### config.mk
export PLATFORM = sky130hd
export DESIGN_NAME = tga_rle_image_decoder_unit
export DESIGN_NICKNAME = d
export VERILOG_FILES = /design/src/rtl/tga_pkg.sv /design/src/rtl/tga_mul.sv /design/src/rtl/tga_rle_image_decoder_unit.sv
export SDC_FILE = /design/constraint.sdc
export NUM_CORES = 1
export LEC_CHECK = 0
export BUFFER_PORTS_ARGS = -buffer_cell sky130_fd_sc_hd__buf_4
export CAP_MARGIN = 20
export CORE_MARGIN = 10
export CORE_UTILIZATION = 50
export DETAILED_ROUTE_END_ITERATION = 10
export MAX_ROUTING_LAYER = met4
export PLACE_DENSITY = 0.76
export RECOVER_POWER = 100
export SETUP_SLACK_MARGIN = 0.4
export SLEW_MARGIN = 20
export SYNTH_ARGS = -nofsm -noshare
export SYNTH_HDL_FRONTEND = slang
export SYNTH_HIERARCHICAL = 1
export SYNTH_SLANG_ARGS = --single-unit
### constraint.sdc
create_clock -name i_clk -period 6.7 [get_ports i_clk]
set_clock_uncertainty 0.2 [all_clocks]
set_input_delay 0.335 -clock i_clk [delete_from_list [all_inputs] [get_ports i_clk]]
set_output_delay 0.335 -clock i_clk [all_outputs]
set_load 0.05 [all_outputs]
### src/rtl/tga_pkg.sv
package tga_pkg;

    localparam int ADDR_W = 36;
    localparam int HDR_LEN = 18;

    localparam logic [1:0] K_SEGMENT = 2'd0;
    localparam logic [1:0] K_ACCEPT  = 2'd1;
    localparam logic [1:0] K_REJECT  = 2'd2;
    localparam logic [1:0] K_DONE    = 2'd3;

    localparam logic [2:0] PH_IDLE   = 3'd0;
    localparam logic [2:0] PH_HEADER = 3'd1;
    localparam logic [2:0] PH_SKIP   = 3'd2;
    localparam logic [2:0] PH_PACKET = 3'd3;
    localparam logic [2:0] PH_PIXEL  = 3'd4;

    localparam logic [0:0] REG_START_OFFSET = 1'd0;
    localparam logic [0:0] REG_ADD_PLANE    = 1'd1;

    localparam logic [7:0] TYPE_RAW = 8'd2;
    localparam logic [7:0] TYPE_RLE = 8'd10;
    localparam logic [7:0] BPP_24   = 8'd24;
    localparam logic [7:0] BPP_32   = 8'd32;

    typedef logic [ADDR_W-1:0] t_addr;

endpackage

### src/rtl/tga_mul.sv
module tga_mul (
    input  logic        i_clk,
    input  logic        i_rst_n,
    input  logic        i_start,
    input  logic [15:0] i_a,
    input  logic [15:0] i_b,
    output logic        o_done,
    output logic [31:0] o_product
);
    logic        r_busy;
    logic        r_done;
    logic [3:0]  r_cnt;
    logic [31:0] r_acc;
    logic [31:0] r_a;
    logic [15:0] r_b;

    // one multiplier bit per cycle
    always_ff @(posedge i_clk) begin
        if (!i_rst_n) begin
            r_busy <= 1'b0;
            r_done <= 1'b0;
            r_cnt  <= '0;
        end else begin
            r_done <= 1'b0;
            if (i_start) begin
                r_busy <= 1'b1;
                r_cnt  <= '0;
                r_acc  <= '0;
                r_a    <= {16'd0, i_a};
                r_b    <= i_b;
            end else if (r_busy) begin
                if (r_b[0]) begin
                    r_acc <= r_acc + r_a;
                end
                r_a   <= {r_a[30:0], 1'b0};
                r_b   <= {1'b0, r_b[15:1]};
                r_cnt <= r_cnt + 4'd1;
                if (r_cnt == 4'd15) begin
                    r_busy <= 1'b0;
                    r_done <= 1'b1;
                end
            end
        end
    end

    assign o_done    = r_done;
    assign o_product = r_acc;
endmodule

### src/rtl/tga_rle_image_decoder_unit.sv
// timing: header, id and packet bytes are taken in the idle state; the last header byte adds
// the ST_FIN state, a completed pixel adds an ST_SEG pass per row segment, image start adds
// ST_START and both multiplies, and each new row adds the shift-add row multiply
// throughput: one item per cycle while the sequencer is idle (no header end, skip end or pixel
// completion pending); the single iterative 16x16 multiplier sets the cost of every row start
// reset: synchronous active low; clears parser, sequencer, output valid and config registers
module tga_rle_image_decoder_unit (
    input  logic                  i_clk,
    input  logic                  i_rst_n,
    input  logic                  i_in_valid,
    output logic                  o_in_stall,
    input  logic [7:0]            i_data_byte,
    input  logic                  i_file_start,
    output logic                  o_out_valid,
    input  logic                  i_out_stall,
    output logic [1:0]            o_result_kind,
    output logic [tga_pkg::ADDR_W-1:0] o_byte_address,
    output logic [7:0]            o_red,
    output logic [7:0]            o_green,
    output logic [7:0]            o_blue,
    output logic [7:0]            o_alpha,
    output logic [7:0]            o_repeat_count,
    output logic [15:0]           o_image_width,
    output logic [15:0]           o_image_height,
    output logic                  o_last_result,
    input  logic                  i_cfg_we,
    input  logic [0:0]            i_cfg_index,
    input  logic [23:0]           i_cfg_data
);
    import tga_pkg::*;

    localparam logic [3:0] ST_IDLE     = 4'd0;
    localparam logic [3:0] ST_FIN      = 4'd1;
    localparam logic [3:0] ST_START    = 4'd2;
    localparam logic [3:0] ST_WH_GO    = 4'd3;
    localparam logic [3:0] ST_WH_WAIT  = 4'd4;
    localparam logic [3:0] ST_ROW_GO   = 4'd5;
    localparam logic [3:0] ST_ROW_WAIT = 4'd6;
    localparam logic [3:0] ST_SEG      = 4'd7;
    localparam logic [3:0] ST_DONE     = 4'd8;

    logic [23:0] r_start_offset;
    logic        r_add_plane;

    logic [3:0]  r_state;
    logic [2:0]  r_phase;
    logic [4:0]  r_hdr_cnt;
    logic [7:0]  r_hdr [HDR_LEN];
    logic [7:0]  r_skip;
    logic [15:0] r_row_left;
    logic [15:0] r_col;
    logic [7:0]  r_pkt_left;
    logic        r_pkt_run;
    logic [1:0]  r_pb_pos;
    logic [7:0]  r_pix [3];
    logic [7:0]  r_alpha;
    logic [7:0]  r_cnt;
    logic [31:0] r_wh;
    t_addr       r_row_base;

    logic        r_ovalid;
    logic [1:0]  r_okind;
    t_addr       r_oaddr;
    logic [7:0]  r_ored, r_ogreen, r_oblue, r_oalpha, r_orep;
    logic [15:0] r_owidth, r_oheight;
    logic        r_olast;

    logic [15:0] w_width, w_height, w_real, w_room, w_n16, w_mul_a, w_mul_b;
    logic        w_rle, w_32, w_empty, w_hdr_ok, w_out_free, w_accept, w_wrap;
    logic        w_mul_start, w_mul_done, w_seg_last, w_load;
    logic [31:0] w_mul_p;
    logic [7:0]  w_n;
    t_addr       w_base;

    assign w_width  = {r_hdr[13], r_hdr[12]};
    assign w_height = {r_hdr[15], r_hdr[14]};
    assign w_rle    = (r_hdr[2] == TYPE_RLE);
    assign w_32     = (r_hdr[16] == BPP_32);
    assign w_empty  = (w_width == 16'd0) || (w_height == 16'd0);
    assign w_hdr_ok = (r_hdr[1] == 8'd0)
                   && ((r_hdr[2] == TYPE_RAW) || (r_hdr[2] == TYPE_RLE))
                   && ((r_hdr[16] == BPP_24) || (r_hdr[16] == BPP_32))
                   && !(w_rle && (w_width < 16'd3));

    assign w_out_free = !r_ovalid || !i_out_stall;
    assign w_accept   = i_in_valid && (r_state == ST_IDLE);
    assign o_in_stall = (r_state != ST_IDLE);
    assign w_load     = w_out_free
                     && ((r_state == ST_FIN) || (r_state == ST_SEG) || (r_state == ST_DONE));

    // sequence row to stored row
    assign w_real = r_hdr[17][5] ? (w_height - r_row_left) : (r_row_left - 16'd1);

    assign w_mul_start = (r_state == ST_WH_GO) || (r_state == ST_ROW_GO);
    assign w_mul_a     = (r_state == ST_WH_GO) ? w_width : w_real;
    assign w_mul_b     = (r_state == ST_WH_GO) ? w_height : w_width;

    tga_mul u_mul (
        .i_clk     (i_clk),
        .i_rst_n   (i_rst_n),
        .i_start   (w_mul_start),
        .i_a       (w_mul_a),
        .i_b       (w_mul_b),
        .o_done    (w_mul_done),
        .o_product (w_mul_p)
    );

    assign w_base = t_addr'(r_start_offset)
                  + (r_add_plane ? t_addr'(r_wh) : t_addr'(0))
                  + t_addr'({w_mul_p, 2'b00});

    // segment split at the row end
    assign w_room     = w_width - r_col;
    assign w_n16      = ({8'd0, r_cnt} < w_room) ? {8'd0, r_cnt} : w_room;
    assign w_n        = w_n16[7:0];
    assign w_wrap     = (w_n16 == w_room);
    assign w_seg_last = (r_cnt == w_n) && !(w_wrap && (r_row_left == 16'd1));

    always_ff @(posedge i_clk) begin
        if (!i_rst_n) begin
            r_start_offset <= '0;
            r_add_plane    <= 1'b0;
            r_state        <= ST_IDLE;
            r_phase        <= PH_IDLE;
            r_hdr_cnt      <= '0;
            r_skip         <= '0;
            r_row_left     <= '0;
            r_col          <= '0;
            r_pkt_left     <= '0;
            r_pkt_run      <= 1'b0;
            r_pb_pos       <= '0;
            r_row_base     <= '0;
            r_cnt          <= '0;
            r_ovalid       <= 1'b0;
        end else begin
            if (i_cfg_we) begin
                if (i_cfg_index == REG_START_OFFSET) begin
                    r_start_offset <= i_cfg_data;
                end else if (i_cfg_index == REG_ADD_PLANE) begin
                    r_add_plane <= i_cfg_data[0];
                end
            end

            if (w_load) begin
                r_ovalid <= 1'b1;
            end else if (!i_out_stall) begin
                r_ovalid <= 1'b0;
            end

            case (r_state)
                ST_IDLE: begin
                    if (w_accept) begin
                        if (i_file_start) begin
                            r_hdr[0]   <= i_data_byte;
                            r_hdr_cnt  <= 5'd1;
                            r_phase    <= PH_HEADER;
                            r_skip     <= '0;
                            r_row_left <= '0;
                            r_col      <= '0;
                            r_pkt_left <= '0;
                            r_pkt_run  <= 1'b0;
                            r_pb_pos   <= '0;
                        end else begin
                            case (r_phase)
                                PH_HEADER: begin
                                    if (r_hdr_cnt < 5'(HDR_LEN)) begin
                                        r_hdr[r_hdr_cnt] <= i_data_byte;
                                    end
                                    r_hdr_cnt <= r_hdr_cnt + 5'd1;
                                    if (r_hdr_cnt == 5'(HDR_LEN - 1)) begin
                                        r_state <= ST_FIN;
                                    end
                                end
                                PH_SKIP: begin
                                    r_skip <= r_skip - 8'd1;
                                    if (r_skip == 8'd1) begin
                                        r_state <= ST_START;
                                    end
                                end
                                PH_PACKET: begin
                                    r_pkt_left <= {1'b0, i_data_byte[6:0]} + 8'd1;
                                    r_pkt_run  <= i_data_byte[7];
                                    r_pb_pos   <= '0;
                                    r_phase    <= PH_PIXEL;
                                end
                                PH_PIXEL: begin
                                    if (r_pb_pos != 2'd3) begin
                                        r_pix[r_pb_pos] <= i_data_byte;
                                        r_alpha  <= 8'hff;
                                    end else begin
                                        r_alpha <= i_data_byte;
                                    end
                                    if ((r_pb_pos == 2'd3) || (r_pb_pos == 2'd2 && !w_32)) begin
                                        r_pb_pos <= '0;
                                        r_state  <= ST_SEG;
                                        if (w_rle && r_pkt_run) begin
                                            r_cnt      <= r_pkt_left;
                                            r_pkt_left <= '0;
                                            r_phase    <= PH_PACKET;
                                        end else begin
                                            r_cnt <= 8'd1;
                                            if (r_pkt_left != 8'd0) begin
                                                r_pkt_left <= r_pkt_left - 8'd1;
                                            end
                                            if (w_rle && r_pkt_left <= 8'd1) begin
                                                r_phase <= PH_PACKET;
                                            end
                                        end
                                    end else begin
                                        r_pb_pos <= r_pb_pos + 2'd1;
                                    end
                                end
                                default: begin
                                    r_phase <= PH_IDLE;
                                end
                            endcase
                        end
                    end
                end
                ST_FIN: begin
                    if (w_out_free) begin
                        r_okind   <= w_hdr_ok ? K_ACCEPT : K_REJECT;
                        r_oaddr   <= '0;
                        r_ored    <= '0;
                        r_ogreen  <= '0;
                        r_oblue   <= '0;
                        r_oalpha  <= '0;
                        r_orep    <= '0;
                        r_owidth  <= w_width;
                        r_oheight <= w_height;
                        r_olast   <= !w_hdr_ok || (r_hdr[0] != 8'd0) || !w_empty;
                        r_pb_pos   <= '0;
                        r_pkt_left <= '0;
                        r_pkt_run  <= 1'b0;
                        if (!w_hdr_ok) begin
                            r_phase <= PH_IDLE;
                            r_state <= ST_IDLE;
                        end else if (r_hdr[0] != 8'd0) begin
                            r_skip  <= r_hdr[0];
                            r_phase <= PH_SKIP;
                            r_state <= ST_IDLE;
                        end else begin
                            r_state <= ST_START;
                        end
                    end
                end
                ST_START: begin
                    if (w_empty) begin
                        r_state <= ST_DONE;
                    end else begin
                        r_row_left <= w_height;
                        r_col      <= '0;
                        r_cnt      <= '0;
                        r_phase    <= w_rle ? PH_PACKET : PH_PIXEL;
                        r_state    <= ST_WH_GO;
                    end
                end
                ST_WH_GO: begin
                    r_state <= ST_WH_WAIT;
                end
                ST_WH_WAIT: begin
                    if (w_mul_done) begin
                        r_wh    <= w_mul_p;
                        r_state <= ST_ROW_GO;
                    end
                end
                ST_ROW_GO: begin
                    r_state <= ST_ROW_WAIT;
                end
                ST_ROW_WAIT: begin
                    if (w_mul_done) begin
                        r_row_base <= w_base;
                        r_state    <= (r_cnt != 8'd0) ? ST_SEG : ST_IDLE;
                    end
                end
                ST_SEG: begin
                    if (w_out_free) begin
                        r_okind   <= K_SEGMENT;
                        r_oaddr   <= r_row_base + t_addr'({r_col, 2'b00});
                        r_ored    <= r_pix[2];
                        r_ogreen  <= r_pix[1];
                        r_oblue   <= r_pix[0];
                        r_oalpha  <= r_alpha;
                        r_orep    <= w_n;
                        r_owidth  <= w_width;
                        r_oheight <= w_height;
                        r_olast   <= w_seg_last;
                        r_cnt     <= r_cnt - w_n;
                        if (w_wrap) begin
                            r_col      <= '0;
                            r_row_left <= r_row_left - 16'd1;
                            if (r_row_left == 16'd1) begin
                                r_state <= ST_DONE;
                            end else begin
                                r_state <= ST_ROW_GO;
                            end
                        end else begin
                            r_col   <= r_col + w_n16;
                            r_state <= ST_IDLE;
                        end
                    end
                end
                ST_DONE: begin
                    if (w_out_free) begin
                        r_okind   <= K_DONE;
                        r_oaddr   <= '0;
                        r_ored    <= '0;
                        r_ogreen  <= '0;
                        r_oblue   <= '0;
                        r_oalpha  <= '0;
                        r_orep    <= '0;
                        r_owidth  <= w_width;
                        r_oheight <= w_height;
                        r_olast   <= 1'b1;
                        r_phase   <= PH_IDLE;
                        r_state   <= ST_IDLE;
                    end
                end
                default: begin
                    r_state <= ST_IDLE;
                end
            endcase
        end
    end

    assign o_out_valid    = r_ovalid;
    assign o_result_kind  = r_okind;
    assign o_byte_address = r_oaddr;
    assign o_red          = r_ored;
    assign o_green        = r_ogreen;
    assign o_blue         = r_oblue;
    assign o_alpha        = r_oalpha;
    assign o_repeat_count = r_orep;
    assign o_image_width  = r_owidth;
    assign o_image_height = r_oheight;
    assign o_last_result  = r_olast;
endmodule

# After elaboration in Yosys (flattened, before gate mapping)
# Memory sizes are Yosys's and may differ from the RTL's.
# Index checks and enable logic that the tools add are counted.
# classes
n_mux	137
div_mod_pow	0
shift	0
order_cmp	4
addsub	15
reduce_logical	70
multipliers	0
n_eq_ne	53
n_bitwise	4
# op_table
op	n
two-way mux 16 bit	15
two-way mux 8 bit	25
two-way mux 32 bit	4
case mux 8 bit (2 select lines)	8
case mux 16 bit (3 select lines)	2
two-way mux 36 bit	2
case mux 36 bit (2 select lines)	1
two-way mux 4 bit	13
adder 36 x 18 -> 36 bit	1
two-way mux 3 bit	12
case mux 4 bit (9 select lines)	1
adder 33 x 34 -> 35 bit	1
adder 24 x 32 -> 33 bit	1
two-way mux 1 bit	33
adder 32 bit	1
logical NOT 16 bit	2
subtractor 16 bit	2
case mux 8 bit (3 select lines)	1
nonzero test 8 bit	3
inequality test 2 bit, second input constant	10
two-way mux 2 bit	9
AND reduction 6 bit	3
adder 16 bit	1
== test 16 x 1 -> 1 bit, second input constant	1
61 further kinds	131
# totals
out_inout_bits	113
wordCells	318
n_memories	2
in_bits	39
mem_bits_ro	0
latchBits	0
register_bits	370
mem_bits_rw	168
# mem_list
name	depth	width	read_ports	rd_clocked_by_memory_dff	write_ports	line	text
r_hdr	18	8	9	0	1	tga_rle_image_decoder_unit.sv:48	logic [7:0] r_hdr [HDR_LEN];
r_pix	3	8	3	0	1	tga_rle_image_decoder_unit.sv:55	logic [7:0] r_pix [3];

# Logic depth before layout (Yosys ltp)
# An unclocked memory read counts as a cell.
# depth
word_depth	11
mapped_depth	28

# Modules after synthesis
# Netlist, hierarchy kept.
# by_module_without_submodules
mod	n_inst	cells_each	area_each_um2	seq_area_each_um2
tga_rle_image_decoder_unit	1	2176	21291.7	9849.4
tga_mul	1	431	4988.5	2522.4

# Worst setup path after synthesis
# Ideal clock, no wire load.
# synth_path
path_type	register -> register
from	memory r_hdr[12][0]
to	register r_col[15]
path_stages_with_launch	27
path_slack_ns	0.982
period_less_slack_ns	5.718
arrival_ns	5.434
t_required_ns	6.416
path_cell_list	edfxtp_1 -> inv_1 -> ha_1 -> inv_1 -> fa_1 -> a211o_1 -> and2_1 -> nor3_1 -> a2bb2oi_1 -> inv_1 -> ha_1 -> nor3_1 -> nor2_1 -> o41ai_1 -> nor4_1 -> buf_2 -> mux2i_1 -> inv_1 -> ha_1 -> a21o_1 -> a21o_1 -> a2111o_1 -> and3_1 -> nor3_1 -> o31ai_1 -> or4_1 -> o221ai_1
# synth_rtl
item	line	text
from (decl)	tga_rle_image_decoder_unit.sv:48	
to (signal assigned)	tga_rle_image_decoder_unit.sv:298	r_col <= r_col + w_n16;
to (decl)	tga_rle_image_decoder_unit.sv:51	logic [15:0] r_col;

==> flow_summary.json <==
{
  "outcome": "complete, but fails checks",
  "failed_checks": "capacitance limit, slew limit",
  "numCtsBuffers": 50,
  "path_clk_slew_ns": 0.06,
  "ys.flop_type": "edfxtp_1",
  "ys_seq_area_frac": 0.471,
  "grt_usage": 0.230,
  "gp_congestion": 0.955,
  "vias_per_cell": 6.02,
  "synth.mux.area_fraction": 0.0242,
  "syn_area_um2": 26300,
  "cp.required_ns": 6.97,
  "rows": 83,
  "routed_wl_um": 72900,
  "worstPathMaxFanout": 8,
  "crit_slowest_cell": "a2111oi_4",
  "fillerInstances": 4420,
  "layout-drive-gt1-share": 0.0709,
  "cts_tree": "done",
  "report.power.total_mw": 8.97,
  "antenna_found_initial": 0,
  "dp_hpwl_um": 52400,
  "ioPinCount": 152,
  "synthArstFlopShare": 0,
  "die_height_um": 249,
  "final_hold_viol_count": 0,
  "setup.worst_path.end_class": "register",
  "tns_ns": 0,
  "yosys.cell_types.count": 95,
  "rsz0062_at_grt": "no",
  "synth-adder-area-share": 0.100,
  "synth_compound_area_frac": 0.154,
  "clk_latency_ns": 0.60,
  "grt_pass1_wl_um": 114000,
  "core_um2": 51700,
  "seq_area_um2": 12400,
  "cts.sinks": 458,
  "syn_avg_cell_area_um2": 10.1,
  "multi_input_area_um2": 13200,
  "drc_errors": 0,
  "grt_max_degree": 62,
  "power_switching_mw": 3.12,
  "grt_pass1_vias": 20200,
  "worst_pin_slew_ns": 2.85,
  "ant_nets": 0,
  "cp_cell_sequence": "inv_1, ha_1, inv_1, fa_2, a21o_1, a2111oi_4, a21oi_1, mux2_4, a211oi_1, nand4_1, nor4_2, buf_4, clkbuf_1, mux2_2, inv_1, ha_1, a21o_1, o21a_1, o21a_1, o211ai_1, a21oi_1, o21a_1, or3_1, a32o_1",
  "hold_class": "primary input to register",
  "max_freq_mhz": 160,
  "die-area_um2": 62100,
  "synth_edf_count": 320,
  "ys_seq_elements": 458,
  "drt_pass1_iterations": 6,
  "internal-power_mw": 5.84,
  "synthXorXnorAreaFrac": 0.0478,
  "p_per_area_nw_per_um2": 302,
  "die_w_um": 249,
  "start_util": 0.508,
  "drt_iter0_markers": 2154,
  "clockBufferDepth": 3,
  "p_leak_nw": 11.1,
  "maxCapViolations": 14,
  "synth-simple-area-share": 0.173,
  "finalMaxSlewViolations": 533,
  "final_cell_mix": "320 x edfxtp_1, 295 x nand2_1, 221 x nor2_1",
  "worst_path_largest_cell_delay_ns": 0.45,
  "crit_type": "register to register",
  "vdd_drop_max_mv": 0.205,
  "period_needed_ns": 6.25,
  "combPwrFrac": 0.292,
  "seq_power_share": 0.389,
  "synthCells": 2607,
  "fin_nets": 3012,
  "area_growth_pct": 13.0,
  "setup_viol_count_final": 0,
  "clkPwrFrac": 0.319,
  "critPathTopFamily": "compound AO/OA/AOI/OAI gates",
  "ys_warn_count": 6,
  "num_vias": 21100,
  "p_sw_frac": 0.348,
  "layout_commonest_cell": "edfxtp_1",
  "relSlewSlack": -0.903,
  "ctsHtreeMaxLevel": 2,
  "wl_per_cell_um": 20.8,
  "post-route-period-util": 0.934,
  "worst_ep_arrival_time_ns": 6.53,
  "synth_top_family_by_area": "simple AND/OR/NAND/NOR gates",
  "io_buffers": 151,
  "grt_overflow": 0,
  "root_buffer": "clkbuf_16",
  "critPathLaunchType": "register",
  "insertedDiodeCount": 0,
  "path_buf_inv": 5
}
per-layer routing:
layer	track usage	share of wire	wire length (µm)
met4	0.0727	0.031	2260
met1	0.309	0.44	31900
met3	0.0343	0.075	5480
met5	-	0	0
met2	0.352	0.46	33200
what timing repair did:
item	in CTS	in global routing
endpoints found under the setup margin	0	6
hold endpoints to repair	126	0
hold buffers	37	0
buffers inserted	0	5
gates resized for setup	0	16
synth_stat cells (6+ instances only):
| master | count | share of area |
|---|---|---|
| xor2_1 | 61 | 0.020 |
| o21bai_1 | 9 | 0.0026 |
| nor3_1 | 66 | 0.013 |
| a211oi_1 | 31 | 0.0089 |
| clkbuf_1 | 89 | 0.013 |
| edfxtp_1 | 320 | 0.37 |
| dfxtp_1 | 138 | 0.11 |
| a41oi_1 | 7 | 0.0023 |
| mux2i_1 | 19 | 0.0072 |
| and2_1 | 89 | 0.021 |
| nand3_1 | 64 | 0.012 |
| a22o_1 | 13 | 0.0043 |
| or2_2 | 8 | 0.0019 |
| nor3b_1 | 8 | 0.0023 |
| mux2_2 | 37 | 0.016 |
| nor2b_1 | 35 | 0.0083 |
| and3_1 | 21 | 0.0050 |
| a211o_1 | 8 | 0.0027 |
| buf_1 | 11 | 0.0016 |
| a22oi_1 | 20 | 0.0057 |
| or3_1 | 18 | 0.0043 |
| xnor2_1 | 80 | 0.027 |
| a31oi_1 | 22 | 0.0052 |
| nor2_1 | 223 | 0.032 |
| a21oi_1 | 193 | 0.037 |
| o21ai_0 | 99 | 0.019 |
| a21o_1 | 50 | 0.014 |
| nand2b_1 | 25 | 0.0060 |
| o21a_1 | 25 | 0.0071 |
| o31a_1 | 6 | 0.0020 |
| nand4_1 | 32 | 0.0076 |
| fa_1 | 29 | 0.022 |
| o211ai_1 | 19 | 0.0054 |
| or4_1 | 10 | 0.0029 |
| a21boi_0 | 6 | 0.0017 |
| o2111ai_1 | 7 | 0.0023 |
| ha_1 | 164 | 0.078 |
| inv_1 | 93 | 0.013 |
| nand2_1 | 295 | 0.042 |
| nor4_1 | 26 | 0.0062 |
| o31ai_1 | 16 | 0.0046 |
path summary, 6_finish.rpt:
check,startpoint,end,slack (ns),cells past startpoint
worst min-delay path,i_in_valid,r_hdr_cnt[1]$_SDFFE_PN0P_,0.09,4
worst max register to register,r_hdr[12][0]$_DFFE_PP_,r_col[12]$_SDFFE_PN0P_,0.45,24
worst max-delay path,r_hdr[12][0]$_DFFE_PP_,r_col[12]$_SDFFE_PN0P_,0.45,24
worst min register to register,r_row_base[0]$_SDFFE_PN0P_,r_row_base[0]$_SDFFE_PN0P_,0.26,2
through the flow:
stage | hold slack [ns] | area, µm² | worst slack, ns | util | instances
after floorplan | 0.232 | 26300 | 0.982 | - | 2613
after global placement | 0.243 | 28100 | 0.689 | 0.544 | 3364
after detailed placement | 0.250 | 28100 | 0.487 | 0.544 | 3364
after CTS | 0.0558 | 30200 | 0.441 | 0.584 | 3495
after global routing | 0.118 | 29700 | 0.213 | 0.574 | 3502
final | 0.0899 | 29700 | 0.445 | 0.574 | 3502
cell families (layout without fill, tap and decap cells):
kind of cell,Yosys count,count (layout)
other cells,1,7
fa+ha+maj,193,193
compound gates,611,611
xor+xnor,142,142
buf+inv,201,410
flops,458,458
simple gates,943,943
mux,58,58
registers in the layout, summed over array words and instances (netlist names), 24 cells and up:
register / flops
r_hdr: 65
o_byte_address: 36
r_row_base: 35
r_wh: 32
u_mul/o_product: 32
u_mul/r_a: 32
r_pix: 24
r_start_offset: 24
cell type report:
type / count / share of cell area
inverter: 95 / 0.0120
sequential: 458 / 0.417
clock buffer: 73 / 0.0475
clock inverter: 21 / 0.00969
multi-input combinational: 1954 / 0.444
tap: 680 / 0.0287
timing repair buffer: 221 / 0.0413
power groups by stage:
stage	sequential (mW)	combinational (mW)	clock [mW]
2_1_floorplan	3.74	1.66	0
3_3_place_gp	3.53	2.58	0
3_5_place_dp	3.53	2.64	0
4_1_cts	3.48	2.67	2.90
5_1_grt	3.51	2.82	3.02
6_report	3.49	2.61	2.86
worst min-delay path: cells and delay by family:
kind	cells	cell delay, ns
buffers and inverters	1	0.15
AND/OR/NAND/NOR	2	0.19
AO/OA/AOI/OAI	1	0.15
No activity file was read; power rests on OpenSTA's default activity.
